==> config.mk <==
export PLATFORM = sky130hd
export DESIGN_NAME = edh_key
export DESIGN_NICKNAME = d
export VERILOG_FILES = /design/src/rtl/edh_pkg.sv /design/src/rtl/edh_key.sv
export SDC_FILE = /design/constraint.sdc
export NUM_CORES = 1
export LEC_CHECK = 0
export ABC_CLOCK_PERIOD_IN_PS = 4720
export BUFFER_PORTS_ARGS = -buffer_cell sky130_fd_sc_hd__clkbuf_2
export CORE_UTILIZATION = 55
export DETAILED_ROUTE_END_ITERATION = 10
export GPL_TIMING_DRIVEN = 0
export PLACE_DENSITY = 0.82
export SYNTH_ARGS = -nofsm -noshare
export SYNTH_HDL_FRONTEND = slang
export SYNTH_SLANG_ARGS = --single-unit
==> constraint.sdc <==
create_clock -name aclk -period 4.72 [get_ports aclk]
set_clock_uncertainty 0.05 [all_clocks]
set_input_delay 0.472 -clock aclk [delete_from_list [all_inputs] [get_ports aclk]]
set_output_delay 0.472 -clock aclk [all_outputs]
set_load 0.01 [all_outputs]
==> src/rtl/edh_pkg.sv <==
// ----------------------------------------------------------------------------
// edh_pkg
// shared constants, request and status codes, sequencer states
// ----------------------------------------------------------------------------
package edh_pkg;

    localparam int DEF_MAX_VERTICES = 4096;
    localparam int DEF_MAX_EDGES    = 16384;

    // request codes
    localparam logic [1:0] REQ_INSERT = 2'd0;
    localparam logic [1:0] REQ_READ   = 2'd1;
    localparam logic [1:0] REQ_CLEAR  = 2'd2;

    // status codes
    localparam logic [2:0] ST_INSERTED  = 3'd0;
    localparam logic [2:0] ST_DUPLICATE = 3'd1;
    localparam logic [2:0] ST_FULL      = 3'd2;
    localparam logic [2:0] ST_INVALID   = 3'd3;
    localparam logic [2:0] ST_EDGE_READ = 3'd4;
    localparam logic [2:0] ST_NO_MORE   = 3'd5;
    localparam logic [2:0] ST_CLEARED   = 3'd6;

    typedef enum logic [3:0] {
        S_SWEEP,
        S_IDLE,
        S_INS_BKT,
        S_INS_CHK,
        S_INS_ALLOC,
        S_INS_LINK,
        S_RD_LINK,
        S_RD_SCAN,
        S_RD_OUT,
        S_RESP
    } seq_state_t;

endpackage

==> src/rtl/edh_key.sv <==
// ----------------------------------------------------------------------------
// edh_key
// vertex limit register, id check and bucket hash
// ----------------------------------------------------------------------------
module edh_key
    import edh_pkg::*;
#(
    parameter int MAX_VERTICES = DEF_MAX_VERTICES,
    localparam int VW = $clog2(MAX_VERTICES),
    localparam int NW = VW + 1
) (
    input  logic          aclk,
    input  logic          aresetn,
    input  logic          cfg_wr_en,
    input  logic [NW-1:0] cfg_wr_data,
    input  logic [VW-1:0] first_vertex,
    input  logic [VW-1:0] second_vertex,
    output logic          ids_ok,
    output logic [VW-1:0] bucket
);

    localparam logic [NW-1:0] MAXV = NW'(MAX_VERTICES);

    logic [NW-1:0] num_vertices_reg;
    logic [NW-1:0] lim;
    logic [NW-1:0] sum;
    logic [NW-1:0] red;

    always_ff @(posedge aclk) begin
        if (!aresetn) begin
            num_vertices_reg <= MAXV;
        end else if (cfg_wr_en) begin
            num_vertices_reg <= cfg_wr_data;
        end
    end

    always_comb begin
        lim    = (num_vertices_reg > MAXV) ? MAXV : num_vertices_reg;
        ids_ok = ({1'b0, first_vertex} < lim) && ({1'b0, second_vertex} < lim);
        sum    = {1'b0, first_vertex} + {1'b0, second_vertex};
        red    = (sum >= lim) ? (sum - lim) : sum;
        bucket = red[VW-1:0];
    end

endmodule

# [Word level (Yosys, flattened, before mapping)]
# Cells that the tools add are included.
[totals] regBits=13 latchBits=0 mem_bits_rw=0 romBits=0 out_inout_bits=13 word_cells=10 mem_count=0
[op_classes] add_sub_neg=2 n_mul=0 n_div=0 magnitude_cmp=4 eq_ne=0 shift=0 n_mux=2 bitwise_logic=0 n_reduce_logical=1
[ops] operator="$lt A12 B13 Y1" n=2
[ops] operator="$add A12 B12 Y13" n=1
[ops] operator="$ge A13 B13 Y1" n=1
[ops] operator="$gt A13 B13 Y1 const B" n=1
[ops] operator="$mux W13" n=1
[ops] operator="$mux W12" n=1
[ops] operator="$sub A12 B12 Y12" n=1
[ops] operator="$logic_and A1 B1 Y1" n=1

# [Logic depth before layout (Yosys ltp)]
# Gate-level depths: netlist of run 1.
[logic_depth] word_depth=4 mapped_depth=17

# [Worst setup path before layout of run 1]
# OpenSTA, ideal clock, no wires.
[synth_timing] path_type="input to output" start="input first_vertex[0]" end="output bucket[10]" arrival_ns=3.822 setup_slack_ns=0.376 path_stages=16 n_path_buf=1 cell_sequence="ha_1 > fa_1 > a21o_1 > a21oi_1 > o21bai_1 > a2111o_1 > a31oi_1 > o21bai_1 > a21o_1 > a21o_1 > ha_1 > or3_1 > o21ai_0 > a21o_1 > buf_6 > mux2_4"
[synth_via] elab_chain_cells=3 elab_cells_between_ends=4 cone_classes="add/sub: 2; order compare: 1; mux: 1"
[synth_rtl] item="start, declared" line_no="edh_key.sv:16" rtl="input logic [VW-1:0] first_vertex,"
[synth_rtl] item="$add A12 B12 Y13 (*)" line_no="edh_key.sv:40" rtl="sum = {1'b0, first_vertex} + {1'b0, second_vertex};"
[synth_rtl] item="$sub A12 B12 Y12 or $ge A13 B13 Y1 (tied branches)" line_no="edh_key.sv:41" rtl="red = (sum >= lim) ? (sum - lim) : sum;"
[synth_rtl] item="$mux W12 (*)" line_no="edh_key.sv:41"
[synth_rtl] item="end, declared" line_no="edh_key.sv:19" rtl="output logic [VW-1:0] bucket"
# Every way passes the cells marked *; elsewhere a longest branch is shown, timed or not.

# [Final worst setup path of run 1]
[layout_timing] start="input second_vertex[0]" end="output bucket[1]"
[layout_via] elab_chain_cells=3 elab_cells_between_ends=4 cone_classes="add/sub: 2; order compare: 1; mux: 1"
[layout_rtl] item="start, declared" line_no="edh_key.sv:17" rtl="input logic [VW-1:0] second_vertex,"
[layout_rtl] item="$add A12 B12 Y13 (*)" line_no="edh_key.sv:40"
[layout_rtl] item="$sub A12 B12 Y12 or $ge A13 B13 Y1 (tied branches)" line_no="edh_key.sv:41"
[layout_rtl] item="$mux W12 (*)" line_no="edh_key.sv:41"
# Marked as above.

==> flow_summary.ini, run 1 <==
[outcome]
status = completed

[timing]
max_freq_mhz = 220.5
final_hold_viol_count = 0
period_needed_ns = 4.535
period_share_pct = 96.08
tightest_slew_ns = 0.6480
tns_ns = 0
setup_violations = 0
hold_ws_ns = 0.3982
relSlewSlack_pct = 56.80
slew_viol_final = 0

[routing]
drt_pass1_iterations = 4
ant_nets = 0
via_count = 1995
post_drt_wl_per_cell_um = 13.31
drc = 0
wl_mm = 4.753
first_iter_violations = 50
vias_per_cell = 5.588

[pwr]
swShare_pct = 39.13
p_int_uw = 441.6
seq_power_share_pct = 16.6
p_leak_uw = 0.001295
power_frac_comb_pct = 69.8
p_sw_uw = 283.8
clkPwrFrac_pct = 13.6
power.density_nw_per_um2 = 275.6
ir_worst_vdd_uv = 195.6

[finish]
drive_gt1_share_pct = 26.21
area_delta_synth_final_pct = 21.48
nets = 399
stdcell_count = 357
finalInstanceArea_um2 = 2633
largest_reg_flops = 13
regArea_um2 = 260.3
antenna_cells = 0
multi_input_area_um2 = 1882
fillers = 324

[global_route]
grtUsageTotal_pct = 23.80
grt_pass1_wl_mm = 7.866
grt_pass1_vias = 1908
grt_overflow = 0
grt_max_degree = 11
antenna_found_initial = 0

[run]
maxCapViolCount = 0

[worst_setup_path]
path_max_fanout = 5
crit_path_end_kind = output port
crit_type = input pin to output port
critPathLaunchType = input pin
cp.required_ns = 4.20
crit_arrival_ns = 4.01

[logic_synthesis]
synth_cells = 247
synth-seq-cells = 13
synthesis.nets = 336
ys_warn_count = 0
ys_seq_area_share_pct = 12.01
synth_top_area_share_pct = 27.14
netlist_top_cells_count = 47 x ha_1, 19 x a21oi_1, 18 x nand2_1, 15 x xnor2_1
synthFlopType = dfxtp_1
synth_top_family_by_area = adder cells
synth_compound_area_share_pct = 20.27
netlist_top_cells_area = ha_1 27%, dfxtp_1 12%, mux2_4 6.2%
synth.avg_cell_area_um2 = 8.774
synth_most_common_cell = ha_1
syn_area_um2 = 2167
synth_xor_area_share_pct = 9.122
synth_fa_ha_area_share_pct = 28.98
synthMuxAreaShare_pct = 12.76
synth_edf_count = 0
synth-simple-area-share_pct = 13.74
ys_async_sr_fraction_pct = 0
synth_cell_type_count = 38
synth_top_cell_by_area = ha_1

[hold_path]
min_path_type = input pin to flip-flop

[clocking]
cts_tree = yes
holdBufCountCts = 0
clock_latency_ns = 0.24
h-tree-depth = 1
clockBufferDepth = 2
cts.clk_slew.worst_paths_ns = 0.05
root_buffer = clkbuf_8
cts_made_buffers = 3
clock_sinks = 13

[floorplanning]
die_h_um = 64.77
pin_count = 53
start_util_pct = 58.32
rows = 22
dieArea_um2 = 4195
die_w_um = 64.77
coreArea_um2 = 3716

[placement]
io_buffer_count = 51
dp_hpwl_mm = 3.955
dp.cells = 346
gp_congestion = 0.9234
place_area_um2 = 2482
## worst max-delay path, stage by stage
cell,delay (ns)
clkbuf_2,0.11
ha_4,0.17
fa_2,0.36
a21o_1,0.20
a21oi_2,0.13
o21bai_1,0.11
a2111o_1,0.39
a31oi_1,0.18
o21bai_1,0.12
a21o_1,0.18
a21o_1,0.16
ha_2,0.20
or3_1,0.37
o21ai_2,0.08
a21o_1,0.18
buf_6,0.16
mux2_4,0.30
buf_6,0.12
## metal layers
| metal | track usage (%) | vias up | share of wire [%] |
|---|---|---|---|
| met1 | 29.83 | 894 | 46 |
| li1 | - | 1035 | - |
| met4 | 12.78 | 0 | 3.5 |
| met3 | 1.761 | 18 | 2.3 |
| met5 | 0 | - | 0 |
| met2 | 40.10 | 48 | 48 |
## cells by family (layout without fill, tap and decap cells)
family | count (synthesis) | count (layout)
and+or+nand+nor | 60 | 60
adders and majority gates | 49 | 49
AOI/OAI and AO/OA | 65 | 65
muxes | 23 | 23
DFF | 13 | 13
xor gates and xnor gates | 21 | 21
buffers and inverters | 16 | 78
## metrics by stage
| step | utilization [%] | total power [uW] | setup WS (ns) |
|---|---|---|---|
| after floorplan | - | 478.1 | 0.3760 |
| after detailed placement | 66.80 | 587.2 | -0.1135 |
| after global routing | 70.84 | 788.5 | -0.03299 |
| final | 70.84 | 725.4 | 0.1850 |
| after CTS | 68.69 | 702.9 | 0.03346 |
| after global placement | 66.80 | 578.6 | -0.07805 |
## power by group through the flow
stage          Combinational, uW  Clock (uW)  Sequential (uW)
2_1_floorplan                357           0              121
6_report                     507        98.8              120
3_3_place_gp                 456           0              122
3_5_place_dp                 465           0              122
4_1_cts                      480         102              120
5_1_grt                      561         107              121
## worst paths after layout
path	startpoint	end	slack, ns	depth (start not counted)
worst min register to register	num_vertices_reg[11]	num_vertices_reg[11]	0.47	2
worst min-delay path	cfg_wr_data[12]	num_vertices_reg[12]	0.40	3
worst max register to register	num_vertices_reg[12]	num_vertices_reg[12]	3.92	2
worst max-delay path	second_vertex[0]	bucket[1]	0.18	18
## layout make-up
class                   instances  area share, %
clock buffers                   4          1.711
inverters                      11          1.568
plain buffers                   5         0.9981
well taps                      48          2.281
flip-flops and latches         13          9.886
multi-input cells             218          71.48
repair buffers                 58          12.07
## layout by cell type (no fill, tap or decap), types with 3 or more instances in the layout
| master | n |
|---|---|
| a21o_1 | 14 |
| nand2_1 | 18 |
| buf_4 | 6 |
| clkbuf_1 | 4 |
| clkbuf_8 | 3 |
| mux2_4 | 9 |
| xnor2_1 | 15 |
| a211oi_1 | 3 |
| o21ai_0 | 5 |
| a21oi_1 | 17 |
| xor2_1 | 5 |
| nor2_1 | 11 |
| o21bai_1 | 7 |
| nand4_1 | 4 |
| nor2b_1 | 14 |
| buf_6 | 3 |
| clkbuf_2 | 50 |
| inv_1 | 11 |
| ha_1 | 45 |
| mux2i_1 | 13 |
| dfxtp_1 | 13 |
| and3_1 | 3 |
## timing repair
| item | in CTS | in global routing |
|---|---|---|
| setup endpoints to repair | 10 | 12 |
| gates resized for setup | 5 | 11 |
| setup buffers | 1 | 5 |
| pin swaps | 0 | 13 |
| gates cloned | 1 | 0 |
Note: power is estimated with default switching activity, not from simulation.
==> run 2: changes to the inputs <==
- CORE_UTILIZATION: 55 -> 40
- PLACE_DENSITY: 0.82 -> default
==> flow_summary.ini, run 2 (synthesis results as in run 1) <==
[clocking]
cts.clk_slew.worst_paths_ns = 0.05
cts_made_buffers = 3
clock_latency_ns = 0.24
h-tree-depth = 1
clock_sinks = 13
cts_tree = yes
clockBufferDepth = 2
root_buffer = clkbuf_8

[finish]
nets = 401
area_delta_synth_final_pct = 28.00
multi_input_area_um2 = 1893
regArea_um2 = 260.3
mostFrequentLayoutCells = 45 x ha_1, 41 x clkbuf_2, 18 x nand2_1, 15 x xnor2_1, 15 x a21oi_1
finalInstanceArea_um2 = 2774
utilization_pct = 53.63
drive_gt1_share_pct = 27.65
largest_reg_flops = 13
fillers = 493
final_common_cell = ha_1
antenna_cells = 0

[timing]
period_share_pct = 98.30
relSlewSlack_pct = 56.88
max_freq_mhz = 215.5
tightest_slew_ns = 0.6468
setup_violations = 0
slew_viol_final = 0
finalWorstSetupSlack_ns = 0.08023
period_needed_ns = 4.640
tns_ns = 0
rsz0062_at_grt = yes
final_hold_viol_count = 0

[pwr]
finalPower_uw = 798.6
p_leak_uw = 0.001344
ir_worst_vdd_uv = 179.9
power.density_nw_per_um2 = 287.9

[floorplanning]
start_util_pct = 41.90
coreArea_um2 = 5172
die_w_um = 75.61
pin_count = 53
dieArea_um2 = 5716
rows = 26
die_h_um = 75.61

[global_route]
grt_pass1_wl_mm = 7.983
grt_overflow = 0
grt_max_degree = 11
grt_pass1_vias = 1785
antenna_found_initial = 0
grtUsageTotal_pct = 18.39

[routing]
via_count = 1961
ant_nets = 0
first_iter_violations = 33
drc = 0
vias_per_cell = 5.147
post_drt_wl_per_cell_um = 13.22
wl_mm = 5.037
drt_pass1_iterations = 4

[worst_setup_path]
crit_arrival_ns = 4.12
cp.required_ns = 4.20
path_max_fanout = 4
crit_slowest_cell = a2111o_1
max_stage_delay_ns = 0.39
crit_path_end_kind = output port
crit_type = input pin to output port
crit_chain = buf_8 -> ha_4 -> fa_2 -> a21o_1 -> a21oi_2 -> o21bai_2 -> a2111o_1 -> a31oi_1 -> o21bai_1 -> xor2_1 -> ha_1 -> nand3_1 -> nor3_2 -> nor3_2 -> a21o_1 -> buf_6 -> buf_4 -> mux2_4 -> buf_6
critPathLaunchType = input pin

[outcome]
status = completed

[placement]
place_area_um2 = 2510
io_buffer_count = 51
dp_hpwl_mm = 4.274
gp_congestion = 0.8334
pre_cts_slack_ns = -0.1583

[hold_path]
min_path_type = input pin to flip-flop

[run]
maxCapViolCount = 0
## run 2: final timing paths
kind / end / start / cells after the start / slack, ns
setup reg to reg: num_vertices_reg[12] / num_vertices_reg[12] / 2 / 3.89
hold / removal: num_vertices_reg[12] / cfg_wr_data[12] / 3 / 0.41
setup / recovery: bucket[11] / second_vertex[0] / 19 / 0.08
hold reg to reg: num_vertices_reg[7] / num_vertices_reg[7] / 2 / 0.47
## run 2: critical path, delay by kind of cell
| family | cells | cell delay, ns |
|---|---|---|
| and+or+nand+nor | 3 | 0.40 |
| muxes | 1 | 0.30 |
| adders and majority gates | 3 | 0.89 |
| xor gates and xnor gates | 1 | 0.20 |
| buffers and inverters | 4 | 0.48 |
| AOI/OAI and AO/OA | 7 | 1.37 |
## run 2: timing repair
item                       4_1_cts  5_1_grt
setup endpoints to repair       10       11
cloned                           1        0
hold buffers                     0        0
pin swaps                        1       19
setup buffers                    2        6
resized for setup                6       37
hold endpoints to repair         0        0
## run 2: metal layers
layer | part of all wire, % | up-vias | GRT usage, % | wire [um]
met5 | 0 | - | 0 | 0
met4 | 1.3 | 0 | 4.938 | 67
met3 | 1.9 | 8 | 0.3968 | 96
met2 | 48 | 32 | 32.34 | 2435
met1 | 48 | 880 | 24.84 | 2437
li1 | - | 1041 | - | -
## run 2: power by group
| part | internal, uW | leakage, uW | total (uW) | switching, uW |
|---|---|---|---|---|
| registers | 117 | 0.000107 | 120 | 3.62 |
| logic | 324 | 0.00121 | 580 | 256 |
| clock network | 59.6 | 0.0000228 | 98.2 | 38.6 |
## run 2: layout make-up
cell class / instances / share of cell area, %
buffer: 5 / 1.083
multi-input combinational: 218 / 68.25
inverter: 11 / 1.488
clock buffer: 4 / 1.624
tap: 70 / 3.157
sequential: 13 / 9.382
timing repair buffer: 60 / 15.02
## run 2: per-stage QoR
| step | hold WS (ns) | std cells |
|---|---|---|
| 3_3_place_gp | 0.4465 | 368 |
| 3_5_place_dp | 0.4582 | 368 |
| 6_report | 0.4150 | 381 |
| 5_1_grt | 0.4404 | 381 |
| 4_1_cts | 0.4103 | 375 |
| 2_1_floorplan | 0.4242 | 247 |
