### src/rtl/edh_pkg.sv
// ----------------------------------------------------------------------------
// edh_pkg
// shared constants, request and status codes, sequencer states
// ----------------------------------------------------------------------------
package edh_pkg;

    localparam int DEF_MAX_VERTICES = 4096;
    localparam int DEF_MAX_EDGES    = 16384;

    // request codes
    localparam logic [1:0] REQ_INSERT = 2'd0;
    localparam logic [1:0] REQ_READ   = 2'd1;
    localparam logic [1:0] REQ_CLEAR  = 2'd2;

    // status codes
    localparam logic [2:0] ST_INSERTED  = 3'd0;
    localparam logic [2:0] ST_DUPLICATE = 3'd1;
    localparam logic [2:0] ST_FULL      = 3'd2;
    localparam logic [2:0] ST_INVALID   = 3'd3;
    localparam logic [2:0] ST_EDGE_READ = 3'd4;
    localparam logic [2:0] ST_NO_MORE   = 3'd5;
    localparam logic [2:0] ST_CLEARED   = 3'd6;

    typedef enum logic [3:0] {
        S_SWEEP,
        S_IDLE,
        S_INS_BKT,
        S_INS_CHK,
        S_INS_ALLOC,
        S_INS_LINK,
        S_RD_LINK,
        S_RD_SCAN,
        S_RD_OUT,
        S_RESP
    } seq_state_t;

endpackage

### src/rtl/edh_out_reg.sv
// ----------------------------------------------------------------------------
// edh_out_reg
// result beat register between sequencer and result channel
// ----------------------------------------------------------------------------
module edh_out_reg
    import edh_pkg::*;
#(
    parameter int MAX_VERTICES = DEF_MAX_VERTICES,
    parameter int MAX_EDGES    = DEF_MAX_EDGES,
    localparam int VW = $clog2(MAX_VERTICES),
    localparam int EW = $clog2(MAX_EDGES + 1)
) (
    input  logic          aclk,
    input  logic          aresetn,
    input  logic          push,
    output logic          free,
    input  logic [2:0]    res_status,
    input  logic [VW-1:0] res_first,
    input  logic [VW-1:0] res_second,
    input  logic          res_last,
    input  logic [EW-1:0] res_count,
    output logic          m_valid,
    input  logic          m_ready,
    output logic [2:0]    m_status,
    output logic [VW-1:0] m_out_first,
    output logic [VW-1:0] m_out_second,
    output logic          m_is_last,
    output logic [EW-1:0] m_stored_count
);

    logic          valid_reg;
    logic [2:0]    status_reg;
    logic [VW-1:0] first_reg;
    logic [VW-1:0] second_reg;
    logic          last_reg;
    logic [EW-1:0] count_reg;

    assign free = !valid_reg || m_ready;

    always_ff @(posedge aclk) begin
        if (!aresetn) begin
            valid_reg <= 1'b0;
        end else if (push) begin
            valid_reg <= 1'b1;
        end else if (m_ready) begin
            valid_reg <= 1'b0;
        end
    end

    always_ff @(posedge aclk) begin
        if (push) begin
            status_reg <= res_status;
            first_reg  <= res_first;
            second_reg <= res_second;
            last_reg   <= res_last;
            count_reg  <= res_count;
        end
    end

    assign m_valid        = valid_reg;
    assign m_status       = status_reg;
    assign m_out_first    = first_reg;
    assign m_out_second   = second_reg;
    assign m_is_last      = last_reg;
    assign m_stored_count = count_reg;

endmodule

### config.mk
export PLATFORM = sky130hd
export DESIGN_NAME = edh_out_reg
export DESIGN_NICKNAME = d
export VERILOG_FILES = /design/src/rtl/edh_pkg.sv /design/src/rtl/edh_out_reg.sv
export SDC_FILE = /design/constraint.sdc
export NUM_CORES = 1
export LEC_CHECK = 0
export BUFFER_PORTS_ARGS = -buffer_cell sky130_fd_sc_hd__buf_4
export CAP_MARGIN = 25
export CORE_UTILIZATION = 40
export CTS_CLUSTER_DIAMETER = 120
export DETAILED_ROUTE_END_ITERATION = 12
export HOLD_SLACK_MARGIN = 0.15
export PLACE_DENSITY = 0.85
export SLEW_MARGIN = 40
export SYNTH_ARGS = -nofsm -noshare
export SYNTH_HDL_FRONTEND = slang
export SYNTH_SLANG_ARGS = --single-unit
### constraint.sdc
create_clock -name aclk -period 0.8 [get_ports aclk]
set_clock_uncertainty 0.1 [all_clocks]
set_input_delay 0 -clock aclk [delete_from_list [all_inputs] [get_ports aclk]]
set_output_delay 0 -clock aclk [all_outputs]
set_load 0.01 [all_outputs]
Word-level counts from Yosys, hierarchy flattened

Cells that the tools add are included.

ROM bits: 0
Logic and storage cells: 11
Latch bits: 0
Output and inout bits: 45
Memories kept: 0
Memory bits (writable): 0
Flip-flop bits (word level): 44
Bits of input ports: 47

Reductions and logical operators: 3
Multiply operators: 0
$lt $le $gt $ge: 0
Shifts and indexed selects: 0
Equal/unequal tests: 0
$add $sub $neg: 0
Bitwise operators: 0
Multiplexer cells: 2
Divide/modulo/power cells: 0

Operators by type and width:

| operator           | number |
|---|---|
| 1-bit two-way mux  | 2 |
| 2-bit nonzero test | 1 |
| 1-bit logical NOT  | 1 |
| 1-bit logical OR   | 1 |

Depth between registers and ports, before layout

Gate-level depths: netlist (run 1).

Depth in word-level cells: 2
Depth in mapped cells: 2
Depth with buffers taken out: 2

Worst setup path before layout (run 1)

No wires, ideal clock.

Path kind: register -> register
From: register, netlist name m_valid
To: register valid_reg (netlist: m_valid)
Period minus slack after synthesis: 0.764 ns
Slack: 0.036 ns
Required time: 0.634 ns
Cell stages (with the launch flop): 3
Path buffers: 0
Data arrival time: 0.598 ns
Library setup time: 0.066 ns
Cells stage by stage: dfxtp_1 nand2b_4 a21boi_2

RTL lines:

| element                | line              | RTL |
|---|---|---|
| end signal: assignment | edh_out_reg.sv:42 | `valid_reg <= 1'b0;` |
| end signal: assignment | edh_out_reg.sv:44 | `valid_reg <= 1'b1;` |
| end signal: assignment | edh_out_reg.sv:46 | `valid_reg <= 1'b0;` |
| end: declaration       | edh_out_reg.sv:31 | `logic valid_reg;` |

Final worst setup path (run 1)

From: register second_reg[0] (netlist: m_out_second[0])
To: output port m_out_second[0]

RTL lines:

| element                  | line              | RTL |
|---|---|---|
| start: declaration       | edh_out_reg.sv:34 | `logic [VW-1:0] second_reg;` |
| start signal: assignment | edh_out_reg.sv:54 | `second_reg <= res_second;` |
| end: declaration         | edh_out_reg.sv:26 | `output logic [VW-1:0] m_out_second,` |

No word-level cell between the ends.

==> flow_summary_export.csv, run 1 <==
group,metric,value,unit
pwr,peakVddDrop,1.537,mV
sta,rsz0062_at_grt,"yes",
setup_path,crit_cells,1,
sta,finalSetupViolCount,46,
setup_path,critical_path.max_stage_delay,0.44,ns
setup_path,critPathCaptureType,"output port",
global_route,grt_pass1_vias,1194,
sta,setup_tns,-9.450,ns
logic_synthesis,synthFlopType,"edfxtp_1",
detailed_routing,drt_pass1_iterations,4,
placement,post_dp_cell_area,2118,sq um
logic_synthesis,ys_ff_latch,44,
finish,drive_gt1_frac,0.5337,
outcome,status,"finished with violations",
logic_synthesis,syn_nets,94,
setup_path,slowest_stage,"edfxtp_1",
pwr,p_leak,1.172,nW
detailed_routing,vias,1053,
setup_path,crit_fanout,1,
setup_path,worst_ep_arrival_time,0.96,ns
setup_path,critPathBufInv,1,
detailed_routing,route.detailed.drc,0,
clock_network,clk_latency,0.34,ns
setup_path,crit_required,0.70,ns
global_route,overflow,0,
floorplan,die_h,59.88,microns
logic_synthesis,avgSynthCellArea,28.51,sq um
detailed_routing,routed_wl,4451,microns
clock_network,clock-sinks,44,
sta,fmaxAchievable,941.7,MHz
placement,place_congestion,0.6898,
sta,worst_hold_slack,-0.08277,ns
clock_network,cts_buffer_depth,2,
clock_network,ctsHoldBuffers,44,
logic_synthesis,seq_area_frac_synth,0.9785,
placement,portBuffers,91,
global_route,grt_antenna_before_repair,0,
clock_network,clk_pin_slew,0.15,ns
setup_path,rr_worst_depth,3,
finish,design_area,2791,sq um
setup_path,path_cells,"buf_6",
floorplan,io-pin-count,92,
detailed_routing,antenna_left,0,
outcome,failed_checks,"hold timing, setup timing",
clock_network,cts_made_buffers,5,
sta,hold_viol,43,
finish,syn_to_final_growth,108.3,%
floorplan,num_rows,20,
logic_synthesis,synth_common_cells,"edfxtp_1 (43), a21boi_2 (1), dfxtp_1 (1), inv_1 (1), nand2b_4 (1)",
logic_synthesis,synthTopCellsByArea,"edfxtp_1 (96%), dfxtp_1 (1.5%), nand2b_4 (1.0%)",
sta,slew_viol_final,0,
logic_synthesis,yosysWarnings,0,
logic_synthesis,yosysTopAreaCell,"edfxtp_1",
logic_synthesis,synth-edff-count,43,
sta,finalWorstSetupSlack,-0.2619,ns
run,cap_violations,0,
setup_path,start_kind,"register",
floorplan,dieArea,3586,sq um
floorplan,core,3128,sq um
logic_synthesis,ys_types,5,
detailed_routing,via_per_inst,4.443,
sta,period_share,1.327,
sta,period_needed,1.062,ns
global_route,grt_max_degree,23,
finish,fin_nets,239,
detailed_routing,drtIter0Drc,45,
setup_path,path_delay_family,"flip-flops",
global_route,grt_pass1_wl,5892,microns
global_route,grt_util_all_layers,0.2519,
logic_synthesis,synth_top_area_frac,0.9636,
finish,fillers,122,
pwr,power.density,1719,nW/um^2
sta,tightest_slew,0.1466,ns
clock_network,cts_root_buf,"clkbuf_4",
floorplan,die_w,59.88,microns
logic_synthesis,synthCells,47,
clock_network,htree_levels,2,
setup_path,path_class,"reg -> out",
finish,diodes,0,
sta,maxSlewHeadroom,0.9022,
worst_hold_path,hold_path_class,"in -> reg",
worst_hold_path,hold_depth,4,
detailed_routing,wl_per_cell,18.78,microns
floorplan,start_util,0.4284,
logic_synthesis,synth_area,1340,sq um
clock_network,tritoncts,"done",
logic_synthesis,synth.most_common_cell,"edfxtp_1",
logic_synthesis,async_flop_share,0,
## sequential cells by signal, summed over array words and instances, names as in the netlist
signal / count
m_is_last: 1
m_out_first: 12
m_out_second: 12
m_status: 3
m_stored_count: 15
m_valid: 1
## layer usage
layer,routed length [microns],up-vias,GRT usage,share of wire
met5,0,-,0,0
met3,419,11,0.1017,0.094
met4,152,0,0.1528,0.034
li1,-,475,-,-
met1,1565,493,0.2676,0.35
met2,2313,74,0.4175,0.52
## cells in the final DEF, fill, tap and decap left out
| master | count |
|---|---|
| inv_1 | 1 |
| dlygate4sd3_1 | 44 |
| a21boi_2 | 1 |
| clkinv_1 | 1 |
| clkbuf_4 | 5 |
| clkinvlp_4 | 1 |
| buf_6 | 45 |
| edfxtp_1 | 43 |
| nand2b_4 | 1 |
| buf_12 | 2 |
| dfxtp_4 | 1 |
| clkbuf_1 | 1 |
| buf_4 | 47 |
## metrics by stage
| stage | util | total power [W] | setup WS [ns] | hold WS [ns] | instances |
|---|---|---|---|---|---|
| after CTS | 0.8672 | 0.004660 | -0.2286 | -0.1766 | 236 |
| after global routing | 0.8924 | 0.004979 | -0.3166 | -0.1052 | 237 |
| after global placement | 0.6772 | 0.003423 | 0.1101 | 0.07802 | 184 |
| final | 0.8924 | 0.004797 | -0.2619 | -0.08277 | 237 |
| after floorplan | - | 0.002942 | 0.03604 | -0.001131 | 47 |
| after detailed placement | 0.6772 | 0.003448 | 0.04623 | 0.07928 | 184 |
## logic make-up (layout without fill, tap and decap cells)
family,Yosys count,after routing,share of synthesized area
AOI/OAI and AO/OA,1,1,0.008403
buffers and inverters,1,147,0.002798
DFF,44,44,0.9785
and+or+nand+nor,1,1,0.01027
## power breakdown
| part | internal (W) | leakage (nW) | switching, W |
|---|---|---|---|
| sequential | 0.00273 | 0.430 | 0.0000999 |
| combinational | 0.000616 | 0.716 | 0.000307 |
| clock | 0.000335 | 0.0259 | 0.000708 |
| total | 0.00368 | 1.17 | 0.00111 |
## path summary, 6_finish.rpt
kind / startpoint / endpoint / slack (ns)
min reg2reg: m_valid / m_valid / 0.52
max reg2reg: m_valid / m_valid / -0.05
min: m_ready / m_valid / -0.08
max: m_out_second[0] / m_out_second[0] / -0.26
## repair_timing
item	in CTS	in global routing
cloned	0	0
pin swaps	0	1
buffers inserted	0	1
hold endpoints to repair	87	44
gates resized for setup	28	19
endpoints found under the setup margin	45	45
## area by class of cell
cell class	count	area [sq um]	share of cell area
Clock inverter	2	11.26	0.004034
Tap cell	44	55.05	0.01972
Multi-Input combinational cell	2	25.02	0.008965
Timing Repair Buffer	138	1340	0.4801
Clock buffer	6	41.29	0.01479
Sequential cell	44	1315	0.4711
Inverter	1	3.754	0.001345
(Power assumes the default switching activity.)
==> inputs of run 2 (changes only) <==
--- a/config.mk
+++ b/config.mk
@@ -12,6 +12,7 @@
 export DETAILED_ROUTE_END_ITERATION = 12
 export HOLD_SLACK_MARGIN = 0.15
 export PLACE_DENSITY = 0.85
+export RECOVER_POWER = 25
 export SLEW_MARGIN = 40
 export SYNTH_ARGS = -nofsm -noshare
 export SYNTH_HDL_FRONTEND = slang
==> run 2 against run 1 <==
Against the previous run: hold slack gained 0.00070 ns; sequential share of layout area grew 0.58 points; design area shrank 1.2%; via count about the same; critical path type unchanged; critical path depth stayed put; critical endpoint unchanged; the flow still finishes with violations (hold timing, setup timing); largest cell class is now sequential cells; worst setup slack lost 0.0074 ns; combinational power shrank 2.5%.
==> flow_summary_export.csv, run 2 (synthesis gave the netlist of run 1 again) <==
group,metric,value,unit
outcome,status,"finished with violations",
outcome,failed_checks,"hold timing, setup timing",
sta,period_needed,1.069,ns
finish,largest_reg_flops,15,
floorplan,die_h,59.88,microns
global_route,grt_pass1_wl,5892,microns
setup_path,worst_ep_arrival_time,0.97,ns
setup_path,critPathCaptureType,"output port",
worst_hold_path,hold_path_class,"in -> reg",
finish,final_cell_mix,"buf_4 (46), buf_6 (45), dlygate4sd3_1 (44), edfxtp_1 (43), clkbuf_4 (5)",
floorplan,io-pin-count,92,
floorplan,core,3128,sq um
sta,tightest_slew,0.5657,ns
global_route,busiest_layer,"met2",
detailed_routing,via_per_inst,4.447,
setup_path,crit_fanout,1,
finish,fin_cells,237,
global_route,grt_pass1_vias,1194,
global_route,overflow,0,
sta,setup_tns,-9.557,ns
global_route,gr-usage-met2,0.4175,
sta,fmaxAchievable,935.2,MHz
pwr,peakVddDrop,1.577,mV
sta,worst_hold_slack,-0.08207,ns
clock_network,clk_pin_slew,0.15,ns
finish,layout_commonest_cell,"buf_4",
finish,drive_gt1_frac,0.5285,
clock_network,htree_levels,2,
clock_network,ctsHoldBuffers,44,
placement,place_congestion,0.6898,
setup_path,crit_required,0.70,ns
global_route,grt_antenna_before_repair,0,
clock_network,cts_made_buffers,5,
sta,finalSetupViolCount,46,
sta,period_share,1.337,
finish,diodes,0,
setup_path,critical_path.max_stage_delay,0.44,ns
detailed_routing,routed_wl,4456,microns
floorplan,num_rows,20,
finish,syn_to_final_growth,105.8,%
clock_network,tritoncts,"done",
detailed_routing,route.detailed.drc,0,
global_route,grt_util_all_layers,0.2519,
detailed_routing,wl_per_cell,18.80,microns
clock_network,clock-sinks,44,
setup_path,path_delay_family,"flip-flops",
sta,rsz0062_at_grt,"yes",
sta,hold_viol,1,
run,cap_violations,0,
setup_path,path_class,"reg -> out",
detailed_routing,drt_pass1_iterations,4,
global_route,use_met1,0.2676,
detailed_routing,antenna_left,0,
placement,dp.cells,184,
sta,slew_viol_final,0,
clock_network,clk_latency,0.34,ns
placement,portBuffers,91,
floorplan,dieArea,3586,sq um
setup_path,path_cells,"buf_6",
setup_path,slowest_stage,"edfxtp_1",
sta,finalWorstSetupSlack,-0.2693,ns
pwr,p_leak,1.158,nW
global_route,grt_max_degree,23,
floorplan,die_w,59.88,microns
clock_network,cts_root_buf,"clkbuf_4",
sta,maxSlewHeadroom,0.6228,
floorplan,start_util,0.4284,
detailed_routing,drtIter0Drc,45,
detailed_routing,vias,1054,
finish,fin_nets,239,
setup_path,start_kind,"register",
clock_network,cts_buffer_depth,2,
global_route,met3_usage,0.1017,
setup_path,critPathBufInv,1,
pwr,power.density,1736,nW/um^2
[run 2: cell count changes in the layout (fill, tap and decap cells not counted)]
cell / previous run / this run
buf_12: 2 / 0
buf_4: 47 / 46
clkbuf_1: 1 / 2
clkbuf_2: 0 / 2
[run 2: path summary, 6_finish.rpt]
path	start	endpoint	slack [ns]	cells after the start
max	m_out_second[0]	m_out_second[0]	-0.27	1
min	m_ready	m_valid	-0.08	4
max reg2reg	m_valid	m_valid	-0.05	3
min reg2reg	m_valid	m_valid	0.52	3
[run 2: through the flow]
step,area [sq um],setup WS [ns],utilization,hold slack [ns],total power [W]
after floorplan,1340,0.03604,-,-0.001131,0.002942
final,2758,-0.2693,0.8816,-0.08207,0.004789
after CTS,2713,-0.2286,0.8672,-0.1766,0.004660
after detailed placement,2118,0.04623,0.6772,0.07928,0.003448
after global routing,2758,-0.3166,0.8816,-0.1052,0.004959
after global placement,2118,0.1101,0.6772,0.07802,0.003423
[run 2: worst reg2reg max path, stage by stage, from the launching register on]
cell and delay (ns):
dfxtp_4 0.39, nand2b_4 0.07, buf_6 0.11, a21boi_2 0.11
[run 2: routing by layer]
metal | routed length (microns) | share of wire | up-vias
met5 | 0 | 0 | -
met4 | 152 | 0.034 | 0
met3 | 415 | 0.093 | 11
met2 | 2333 | 0.52 | 76
met1 | 1554 | 0.35 | 493
li1 | - | - | 474
[run 2: report_power, final]
| part | total (W) | internal [W] | switching, W |
|---|---|---|---|
| Clock | 0.00106 | 0.000336 | 0.000720 |
| Sequential | 0.00283 | 0.00273 | 0.0000998 |
| Combinational | 0.000900 | 0.000597 | 0.000303 |
[run 2: area by class of cell]
| class | instances | area (sq um) |
|---|---|---|
| Tap cell | 44 | 55.05 |
| Clock inverter | 2 | 11.26 |
| Clock buffer | 6 | 41.29 |
| Fill cell | 128 | 370.4 |
| Multi-Input combinational cell | 2 | 25.02 |
| Inverter | 1 | 3.754 |
| Sequential cell | 44 | 1315 |
| Timing Repair Buffer | 138 | 1306 |
[run 2: repair_timing]
item | CTS | global route
pin swaps | 0 | 1
setup buffers | 0 | 1
gates resized for setup | 28 | 19
endpoints found under the setup margin | 45 | 45
hold endpoints to repair | 87 | 44
==> inputs of run 3 (changes only) <==
--- a/config.mk
+++ b/config.mk
@@ -11,7 +11,7 @@
 export CTS_CLUSTER_DIAMETER = 120
 export DETAILED_ROUTE_END_ITERATION = 12
 export HOLD_SLACK_MARGIN = 0.15
-export PLACE_DENSITY = 0.85
+export PLACE_DENSITY_LB_ADDON = 0.25
 export RECOVER_POWER = 25
 export SLEW_MARGIN = 40
 export SYNTH_ARGS = -nofsm -noshare
==> run 3 against run 2 <==
Against the previous run: the flow still finishes with violations (hold timing, setup timing); worst setup slack better by 0.037 ns; first-iteration DRC count down 20%; clock-buffer cell count up 2; sequential power about the same; design area up 0.45%; sequential share of layout area down 0.22 points; via count down 0.66%; core utilization up 0.40 points; largest power group unchanged.
==> flow_summary_export.csv, run 3 (synthesis gave the netlist of run 1 again) <==
group,metric,value,unit
clock_network,tritoncts,"done",
detailed_routing,route.detailed.drc,0,
clock_network,clk_pin_slew,0.12,ns
finish,syn_to_final_growth,106.7,%
finish,final_core_util,0.8856,
placement,dp_slack,0.08402,ns
detailed_routing,via_per_inst,4.399,
detailed_routing,drtIter0Drc,36,
run,cap_violations,0,
setup_path,critPathBufInv,1,
clock_network,cts_made_buffers,5,
global_route,grt_pass1_vias,1070,
sta,period_needed,1.032,ns
detailed_routing,drt_pass1_iterations,4,
clock_network,clk_latency,0.35,ns
finish,drive_gt1_frac,0.5258,
setup_path,crit_required,0.70,ns
detailed_routing,vias,1047,
setup_path,path_class,"reg -> out",
pwr,peakVddDrop,1.443,mV
sta,finalWorstSetupSlack,-0.2320,ns
setup_path,worst_ep_arrival_time,0.93,ns
setup_path,critPathCaptureType,"output port",
pwr,p_int,0.003687,W
global_route,grt_util_all_layers,0.2084,
clock_network,cts_root_buf,"clkbuf_4",
clock_network,clock-sinks,44,
global_route,overflow,0,
detailed_routing,routed_wl,3806,microns
global_route,grt_antenna_before_repair,0,
pwr,pwr-share-clk,0.210,
sta,setup_tns,-8.424,ns
clock_network,ctsHoldBuffers,44,
clock_network,cts_buffer_depth,2,
pwr,power.density,1703,nW/um^2
sta,maxSlewHeadroom,0.7589,
outcome,status,"finished with violations",
sta,hold_viol,1,
sta,rsz0062_at_grt,"yes",
placement,portBuffers,91,
pwr,swShare,0.2182,
pwr,comb_power_share,0.191,
floorplan,num_rows,20,
finish,largest_reg_flops,15,
floorplan,core,3128,sq um
placement,dp.cells,185,
pwr,p_leak,1.166,nW
floorplan,die_w,59.88,microns
worst_hold_path,hold_path_class,"in -> reg",
floorplan,die_h,59.88,microns
setup_path,start_kind,"register",
global_route,grt_pass1_wl,5064,microns
finish,fin_nets,240,
setup_path,path_delay_family,"flip-flops",
finish,diodes,0,
sta,tightest_slew,0.3616,ns
sta,fmaxAchievable,969.0,MHz
finish,final_cell_mix,"buf_4 (47), dlygate4sd3_1 (44), buf_6 (44), edfxtp_1 (43), clkbuf_4 (5)",
placement,place_congestion,0.6935,
pwr,p_seq_frac,0.599,
outcome,failed_checks,"hold timing, setup timing",
finish,layout_commonest_cell,"buf_4",
sta,period_share,1.290,
floorplan,io-pin-count,92,
finish,fin_cells,238,
pwr,totalPowerFinal,0.004717,W
detailed_routing,wl_per_cell,15.99,microns
clock_network,htree_levels,2,
setup_path,crit_fanout,1,
detailed_routing,antenna_left,0,
setup_path,path_cells,"buf_6",
sta,slew_viol_final,0,
global_route,grt_max_degree,18,
setup_path,critical_path.max_stage_delay,0.44,ns
floorplan,dieArea,3586,sq um
pwr,p_switching,0.001029,W
setup_path,slowest_stage,"edfxtp_1",
floorplan,start_util,0.4284,
sta,worst_hold_slack,-0.08086,ns
sta,finalSetupViolCount,46,
[run 3: cell types whose count changed in the layout (fill, tap and decap cells not counted), sizes merged]
cell and delta:
clkinvlp -1, clkinv -1, buf +1, clkbuf +2
[run 3: layer usage]
layer,part of all wire,up-vias,wire length (microns),GRT usage
met5,0,-,0,0
met4,0.0068,0,26,0.05980
met3,0.10,2,392,0.09740
met2,0.56,69,2132,0.3825
met1,0.33,498,1254,0.2077
li1,-,478,-,-
[run 3: repair_timing]
action / in CTS / in global routing
setup buffers: 0 / 1
pin swaps: 0 / 1
setup endpoints to repair: 45 / 46
hold endpoints to repair: 87 / 44
resized for setup: 24 / 22
[run 3: through the flow]
stage	hold WS [ns]	cell area [sq um]
after floorplan	-0.001131	1340
after global placement	0.07870	2138
after detailed placement	0.07921	2138
after CTS	-0.1819	2715
after global routing	-0.09768	2770
final	-0.08086	2770
[run 3: final timing paths]
kind,from,endpoint,slack (ns),cells after the start
min,m_ready,m_valid,-0.08,4
max reg2reg,m_valid,m_valid,-0.09,3
max,m_out_second[7],m_out_second[7],-0.23,1
min reg2reg,m_valid,m_valid,0.53,3
[run 3: final cells by class]
cell class                      instances  area [sq um]
Clock buffer                            8         48.80
Timing Repair Buffer                  139          1323
Multi-Input combinational cell          2         25.02
Inverter                                1         3.754
Tap cell                               44         55.05
Sequential cell                        44          1315
Fill cell                             116         357.8
[run 3: worst min-delay path: stages]
cell,delay (ns)
buf_4,0.08
nand2b_4,0.11
buf_4,0.10
a21boi_2,0.05
[run 3: power groups by stage]
stage	logic (W)	registers (W)	clock network [W]
after detailed placement	0.000622	0.00283	0
final	0.000900	0.00282	0.000992
after floorplan	0.0000112	0.00293	0
after CTS	0.000848	0.00280	0.000998
after global routing	0.000945	0.00284	0.00112
after global placement	0.000611	0.00283	0
